<file path="src/sv/bsst_pkg.sv">
package bsst_pkg;

	localparam int unsigned MAX_ENTRIES = 64;
	localparam int unsigned VAL_W = 32;
	localparam int unsigned CNT_W = 7;
	localparam int unsigned POS_W = 6;
	localparam logic [VAL_W-1:0] SPAN_CAP = 32'h7FFF_FFFF;
	localparam logic [VAL_W-1:0] SIGN_BIT = 32'h8000_0000;

	localparam logic [1:0] ACT_ADD  = 2'd0;
	localparam logic [1:0] ACT_EDIT = 2'd1;

	localparam logic [1:0] ST_OK       = 2'd0;
	localparam logic [1:0] ST_FULL     = 2'd1;
	localparam logic [1:0] ST_BAD_POS  = 2'd2;
	localparam logic [1:0] ST_TOO_FEW  = 2'd3;

	typedef enum logic [3:0] {
		S_IDLE,
		S_VRD,
		S_RM_RD,
		S_RM_CHK,
		S_INS_RD,
		S_INS_CHK,
		S_SC_BEGIN,
		S_SC_RD,
		S_SC_CHK,
		S_DONE
	} bsst_state_t;

	// Access to the insertion-order store, addresses at count width.
	typedef struct packed {
		logic             we;
		logic [CNT_W-1:0] waddr;
		logic [VAL_W-1:0] wdata;
		logic [CNT_W-1:0] raddr;
	} bsst_idx_req_t;

	function automatic logic [VAL_W-1:0] order_key(input logic [VAL_W-1:0] v);
		return v ^ SIGN_BIT;
	endfunction

endpackage

</file>
<file path="src/sv/bsst_index_store.sv">
module bsst_index_store
	import bsst_pkg::*;
(
	input  logic             clk,
	input  bsst_idx_req_t    req,
	output logic [VAL_W-1:0] rdata
);

	localparam int unsigned AW = (MAX_ENTRIES > 1) ? $clog2(MAX_ENTRIES) : 1;

	logic [VAL_W-1:0] mem [MAX_ENTRIES];

	// values in insertion order; one write and one registered read a cycle
	always_ff @(posedge clk) begin
		if (req.we) begin
			mem[AW'(req.waddr)] <= req.wdata;
		end
		rdata <= mem[AW'(req.raddr)];
	end

endmodule

</file>
<file path="src/sv/bounded_set_span_tracker.sv">
// Channel   | Ports                                   | Handshake
// ----------+-----------------------------------------+-------------------------------
// item in   | action, value, position                 | taken when start & !busy
// result    | status, spans_valid, shortest_span,     | done high one cycle, no stall
//           | longest_span, stored_count              |
// config    | capacity_wdata                          | written when capacity_we
//
// One item at a time; busy rises after the accept edge and stays high through the
// result strobe. The sorted store is one memory with a registered read. An add
// runs an insert pass walking down from the end; an edit first reads the old value
// from the insertion-order store and runs a remove pass over every entry before it.
// A scan setup step and the span scan (skipped below two values) follow, then the
// result strobe. Reset clears count and control; memories need no clearing pass.
// The result receiver cannot stall.
module bounded_set_span_tracker
	import bsst_pkg::*;
(
	input  logic             clk,
	input  logic             arst_n,
	input  logic             start,
	output logic             busy,
	input  logic [1:0]       action,
	input  logic [VAL_W-1:0] value,
	input  logic [POS_W-1:0] position,
	input  logic             capacity_we,
	input  logic [CNT_W-1:0] capacity_wdata,
	output logic             done,
	output logic [1:0]       status,
	output logic             spans_valid,
	output logic [30:0]      shortest_span,
	output logic [VAL_W-1:0] longest_span,
	output logic [CNT_W-1:0] stored_count
);

	localparam int unsigned AW = (MAX_ENTRIES > 1) ? $clog2(MAX_ENTRIES) : 1;

	bsst_state_t      state_q, state_d;
	logic [CNT_W-1:0] capacity_q, count_q, limit;
	logic [1:0]       act_q, status_q;
	logic [VAL_W-1:0] val_q, old_q, prev_q, first_q, min_q;
	logic [CNT_W-1:0] pos_q, k_q;
	logic             found_q;

	bsst_idx_req_t    idx_req;
	logic [VAL_W-1:0] idx_rdata;

	logic [VAL_W-1:0] sorted_mem [MAX_ENTRIES];
	logic [VAL_W-1:0] s_rdata_s1;
	logic             s_we;
	logic [CNT_W-1:0] s_waddr, s_raddr;
	logic [VAL_W-1:0] s_wdata, gap;
	logic             accept, last_k, ins_move;

	bsst_index_store u_index (
		.clk   (clk),
		.req   (idx_req),
		.rdata (idx_rdata)
	);

	// capacity saturates at the store depth
	assign limit  = (int'(capacity_q) > int'(MAX_ENTRIES)) ? CNT_W'(MAX_ENTRIES) : capacity_q;
	assign accept = start && (state_q == S_IDLE);
	assign last_k = (k_q + 7'd1 == count_q);
	assign gap    = s_rdata_s1 - prev_q;
	// insert walks down while the entry below orders above the new value
	assign ins_move = order_key(s_rdata_s1) > order_key(val_q);

	always_ff @(posedge clk) begin
		if (s_we) begin
			sorted_mem[AW'(s_waddr)] <= s_wdata;
		end
		s_rdata_s1 <= sorted_mem[AW'(s_raddr)];
	end

	// next state
	always_comb begin
		state_d = state_q;
		unique case (state_q)
			S_IDLE: begin
				if (accept) begin
					if (action == ACT_ADD && count_q < limit) begin
						state_d = S_INS_RD;
					end else if (action == ACT_EDIT && {1'b0, position} < count_q) begin
						state_d = S_VRD;
					end else begin
						state_d = S_SC_BEGIN;
					end
				end
			end
			S_VRD:      state_d = S_RM_RD;
			S_RM_RD:    state_d = S_RM_CHK;
			S_RM_CHK:   state_d = last_k ? S_INS_RD : S_RM_RD;
			S_INS_RD:   state_d = (k_q == '0) ? S_SC_BEGIN : S_INS_CHK;
			S_INS_CHK:  state_d = ins_move ? S_INS_RD : S_SC_BEGIN;
			S_SC_BEGIN: state_d = (count_q < 7'd2) ? S_DONE : S_SC_RD;
			S_SC_RD:    state_d = S_SC_CHK;
			S_SC_CHK:   state_d = last_k ? S_DONE : S_SC_RD;
			S_DONE:     state_d = S_IDLE;
			default:    state_d = S_IDLE;
		endcase
	end

	// memory controls
	always_comb begin
		s_we          = 1'b0;
		s_waddr       = k_q;
		s_wdata       = val_q;
		s_raddr       = k_q;
		idx_req.we    = 1'b0;
		idx_req.waddr = count_q;
		idx_req.wdata = value;
		idx_req.raddr = {1'b0, position};
		unique case (state_q)
			S_IDLE: begin
				// append to the insertion-order store right away
				idx_req.we = accept && action == ACT_ADD && count_q < limit;
			end
			S_VRD: begin
				idx_req.we    = 1'b1;
				idx_req.waddr = pos_q;
				idx_req.wdata = val_q;
			end
			S_RM_CHK: begin
				// close the gap left by the old value
				s_we    = found_q;
				s_waddr = k_q - 7'd1;
				s_wdata = s_rdata_s1;
			end
			S_INS_RD: begin
				s_we    = (k_q == '0);
				s_raddr = k_q - 7'd1;
			end
			S_INS_CHK: begin
				s_we    = 1'b1;
				s_wdata = ins_move ? s_rdata_s1 : val_q;
			end
			default: ;
		endcase
	end

	always_ff @(posedge clk or negedge arst_n) begin
		if (!arst_n) begin
			state_q    <= S_IDLE;
			count_q    <= '0;
			capacity_q <= 7'd64;
		end else begin
			state_q <= state_d;
			if (capacity_we) begin
				capacity_q <= capacity_wdata;
			end
			if (state_q == S_INS_RD && k_q == '0 && act_q == ACT_ADD) begin
				count_q <= count_q + 7'd1;
			end else if (state_q == S_INS_CHK && !ins_move && act_q == ACT_ADD) begin
				count_q <= count_q + 7'd1;
			end
		end
	end

	always_ff @(posedge clk) begin
		unique case (state_q)
			S_IDLE: begin
				act_q <= action;
				val_q <= value;
				pos_q <= {1'b0, position};
				k_q   <= count_q;
				if (action == ACT_ADD) begin
					status_q <= (count_q < limit) ? ST_OK : ST_FULL;
				end else if (action == ACT_EDIT) begin
					status_q <= ({1'b0, position} < count_q) ? ST_OK : ST_BAD_POS;
				end else begin
					status_q <= (count_q < 7'd2) ? ST_TOO_FEW : ST_OK;
				end
			end
			S_VRD: begin
				old_q   <= idx_rdata;
				k_q     <= '0;
				found_q <= 1'b0;
			end
			S_RM_CHK: begin
				if (!found_q && s_rdata_s1 == old_q) begin
					found_q <= 1'b1;
				end
				k_q <= last_k ? count_q - 7'd1 : k_q + 7'd1;
			end
			S_INS_CHK: begin
				if (ins_move) begin
					k_q <= k_q - 7'd1;
				end
			end
			S_SC_BEGIN: begin
				k_q   <= '0;
				min_q <= SPAN_CAP;
			end
			S_SC_CHK: begin
				if (k_q == '0) begin
					first_q <= s_rdata_s1;
				end else if (gap < min_q) begin
					min_q <= gap;
				end
				prev_q <= s_rdata_s1;
				k_q    <= k_q + 7'd1;
			end
			default: ;
		endcase
	end

	// result outputs
	always_comb begin
		busy          = (state_q != S_IDLE);
		done          = (state_q == S_DONE);
		status        = status_q;
		stored_count  = count_q;
		spans_valid   = (count_q >= 7'd2);
		shortest_span = spans_valid ? min_q[30:0] : '0;
		longest_span  = spans_valid ? (prev_q - first_q) : '0;
	end

	a_done_to_idle: assert property (@(posedge clk) disable iff (!arst_n)
		(state_q == S_DONE) |=> (state_q == S_IDLE))
		else $error("result strobe not followed by idle");
	a_count_bound: assert property (@(posedge clk) disable iff (!arst_n)
		int'(count_q) <= int'(MAX_ENTRIES))
		else $error("count beyond store depth");
	a_accept_busy: assert property (@(posedge clk) disable iff (!arst_n)
		(start && !busy) |=> busy)
		else $error("accepted item did not raise busy");
	a_count_step: assert property (@(posedge clk) disable iff (!arst_n)
		(count_q != $past(count_q)) |-> (count_q == $past(count_q) + 7'd1))
		else $error("count changed by other than one");

endmodule
</file>
<file path="config.mk">
export PLATFORM = sky130hd
export DESIGN_NAME = bounded_set_span_tracker
export DESIGN_NICKNAME = d
export VERILOG_FILES = /design/src/sv/bsst_pkg.sv /design/src/sv/bsst_index_store.sv /design/src/sv/bounded_set_span_tracker.sv
export SDC_FILE = /design/constraint.sdc
export NUM_CORES = 2
export LEC_CHECK = 0
export ABC_AREA = 0
export ABC_CLOCK_PERIOD_IN_PS = 6400
export BUFFER_PORTS_ARGS = -buffer_cell sky130_fd_sc_hd__buf_2
export CORE_AREA = 2 2 675 677
export DETAILED_ROUTE_END_ITERATION = 10
export DIE_AREA = 0 0 677 679
export PLACE_DENSITY = 0.59
export RECOVER_POWER = 25
export SLEW_MARGIN = 20
export SYNTH_ARGS = -nofsm -noshare
export SYNTH_HDL_FRONTEND = slang
export SYNTH_SLANG_ARGS = --single-unit
</file>
<file path="constraint.sdc">
create_clock -name clk -period 6.4 [get_ports clk]
set_input_delay 1.28 -clock clk [delete_from_list [all_inputs] [get_ports clk]]
set_output_delay 1.28 -clock clk [all_outputs]
set_load 0.05 [all_outputs]
</file>
==> results.cfg <==
[outcome]
status = finished with violations
violations = capacitance limit, slew limit

[power]
p_int_mw = 59.0
p_sw_share_pct = 33.1
p_total_mw = 88.2
p_seq_share_pct = 41.5
pwr-share-clk_pct = 28.3
cellLeakagePower_nw = 62.5
p_comb_share_pct = 30.2
irDropWorstVdd_v = 0.000396
p_switching_mw = 29.2
cellPowerDensity_nw_per_um2 = 449

[floorplanning]
core-area_um2 = 452000
initial_core_util_pct = 37.9
die_area_um2 = 460000
rows = 247
die_width_um = 677
io_pins = 126
die_h_um = 679

[worst_setup_path]
r2r-start = state_q[0]
path_class = input port to flop
startpoint = position[0]
cp-end-kind = flop
required_ns = 6.98
cp-start-kind = input port
worst_ep_arrival_time_ns = 6.58
crit_path_max_fanout = 54

[timing]
final.setup.tns_ns = 0
fin_crit_ns = 6.00
finalCritPeriodShare_pct = 93.8
whs_ns = 0.406
hold_viol = 0
max_freq_mhz = 167
slew_violations = 604
clock-skew-final_ns = 0.0788
rsz0062_at_grt = false
setup_viol_count_final = 0
tightest_slew_ns = 2.97
relSlewSlack_pct = -98.2

[cts]
postCtsSetupRepairBufs = 0
clk_pin_slew_ns = 0.06
ctsHtreeMaxLevel = 5
cts_tree = built
cts.sinks = 4356
cts_resized = 0
numCtsBuffers = 422
cts-root-buf = clkbuf_16
clkLatencyLatePin_ns = 0.99
cts_hold_buffers = 0
cts_buffer_depth = 4

[layout]
filler_cell_count = 38500
postLayoutCellArea_um2 = 196000
fin_util_pct = 43.5
finalNetCount = 8894
area_growth_pct = 14.7
layout-drive-gt1-share_pct = 26.8

[drt]
wl_um = 462000
drtAntennaViolNets = 0
viasPerCell = 5.68
routedWlPerCell_um = 30.7
vias = 85400
initialDrtViolationCount = 10200
drt_first_pass_iters = 5
drc = 0

[global_route]
grt_pass1_vias = 86600
grt.total_usage_pct = 19.7
grt-ovfl-total = 0
grt_max_degree = 75
antenna_found_initial = 43
grt_pass1_wl_um = 654000

[run]
drv_cap = 12

[synthesis]
synth_cells = 8153
synth_top_family_by_area = multiplexers
yosysSeqAreaShare_pct = 75.9
synth_flop_cell = edfxtp_1
synth-xor-area-share_pct = 0.618
synth_cell_types = 78
ys_warn_count = 0
synth_fp_nets = 8348
syn_area_per_cell_um2 = 21.0
synth_compound_area_share_pct = 1.95
syn_area_um2 = 171000
synth.top_cells.by_count = edfxtp_1, mux4_2, nand2_1
synth_edf_count = 4274
synth_mux_area_share_pct = 16.1
synth_seq_cells = 4356
synth.most_common_cell = edfxtp_1
synth_top_cell_by_area = edfxtp_1
async_reset_ff_share_pct = 0.413
synthSimpleGateAreaFrac_pct = 3.00
synthAdderAreaFrac_pct = 1.06
yosysTopAreaCellShare_pct = 74.9
synth.area.top_cells = edfxtp_1, mux4_2, ha_1

[place]
place.gp.congestion = 0.872
hpwlAfterDp_um = 284000
io_buffers = 125
placed_cell_area_um2 = 183000

[min_path]
hp-start = u_index.rdata[1]
hold_class = flop to flop
-- sequential cells by signal, summed over array words and instances, names as in the netlist --
register       cells
u_index.mem     2048
pos_q              6
u_index.rdata     32
min_q             32
prev_q            32
act_q              2
state_q            4
stored_count       7
k_q                7
found_q            1
status             2
old_q             32
sorted_mem      2048
s_rdata_s1        32
val_q             32
capacity_q         7
first_q           32
-- metrics by stage --
step / instances / worst slack [ns]
floorplan: 8153 / 0.632
global placement: 14300 / 0.831
detailed placement: 14300 / 1.14
CTS: 15000 / 0.370
global route: 15000 / 0.0428
finish: 15000 / 0.399
-- worst max-delay path: stages --
cell and delay [ns]:
clkbuf_2 1.85, clkbuf_4 1.28, mux4_2 0.62, mux4_2 0.46, mux2_2 0.36, nand2_1 0.12, o21ai_0 0.29
-- cell usage in the layout, fill, tap and decap left out, drive strengths merged, types with 12 or more instances in the layout --
cell type	n
inv	161
a21o	56
ha	142
nand2	461
o31ai	13
nor2b	20
mux4	1143
nor3	25
nor2	258
edfxtp	4274
buf	422
clkinv	168
mux2i	100
or2	13
nand3	226
dfrtp	17
a221oi	32
o21ai	89
o21bai	13
and3	12
dfxtp	64
nand4	34
a22oi	22
o211ai	12
a21oi	145
clkbuf	638
clkinvlp	13
nand2b	47
mux2	81
xor2	48
xnor2	72
o22ai	19
bufinv	43
a31oi	28
o21a	14
nor4	20
a211oi	12
-- power groups by stage --
stage	clock, mW	combinational (mW)	sequential (mW)
floorplan	0	16.1	36.6
global placement	0	26.4	37.1
detailed placement	0	26.8	37.1
CTS	25.4	26.9	36.5
global route	26.5	28.2	36.6
finish	25.0	26.6	36.6
-- final timing paths --
kind | to | slack [ns] | depth (start not counted)
worst max-delay path | u_index.rdata[18] | 0.40 | 7
max in group asynchronous | stored_count[1] | 4.95 | 1
min in group asynchronous | capacity_q[1] | 0.62 | 1
worst max register to register | u_index.mem[31][27] | 0.42 | 6
worst min register to register | old_q[1] | 0.41 | 0
worst min-delay path | old_q[1] | 0.41 | 0
-- cells by family after synthesis --
| family | count (synthesis) |
|---|---|
| AO/OA/AOI/OAI | 512 |
| XOR/XNOR | 120 |
| adder cells (fa/ha/maj) | 144 |
| buffers and inverters | 545 |
| flip-flops | 4356 |
| multiplexers | 1324 |
| AND/OR/NAND/NOR | 1152 |
-- area by class of cell --
cell class / count / area (um^2) / area share (%)
Timing Repair Buffer: 513 / 4220 / 2.15
Clock buffer: 547 / 11400 / 5.82
Inverter: 154 / 578 / 0.294
Multi-Input combinational cell: 3252 / 40200 / 20.4
Tap cell: 5976 / 7480 / 3.81
Sequential cell: 4356 / 130000 / 66.2
Antenna cell: 11 / 27.5 / 0.0140
Clock inverter: 231 / 2410 / 1.23
-- routing by layer --
metal / part of all wire (%) / global-route usage (%) / vias up
li1: - / - / 34900
met1: 40 / 26.5 / 46200
met2: 49 / 32.9 / 3542
met3: 6.8 / 2.61 / 745
met4: 4.0 / 7.07 / 6
met5: 0.0080 / 0 / -
No activity file was read; power rests on OpenSTA's default activity.
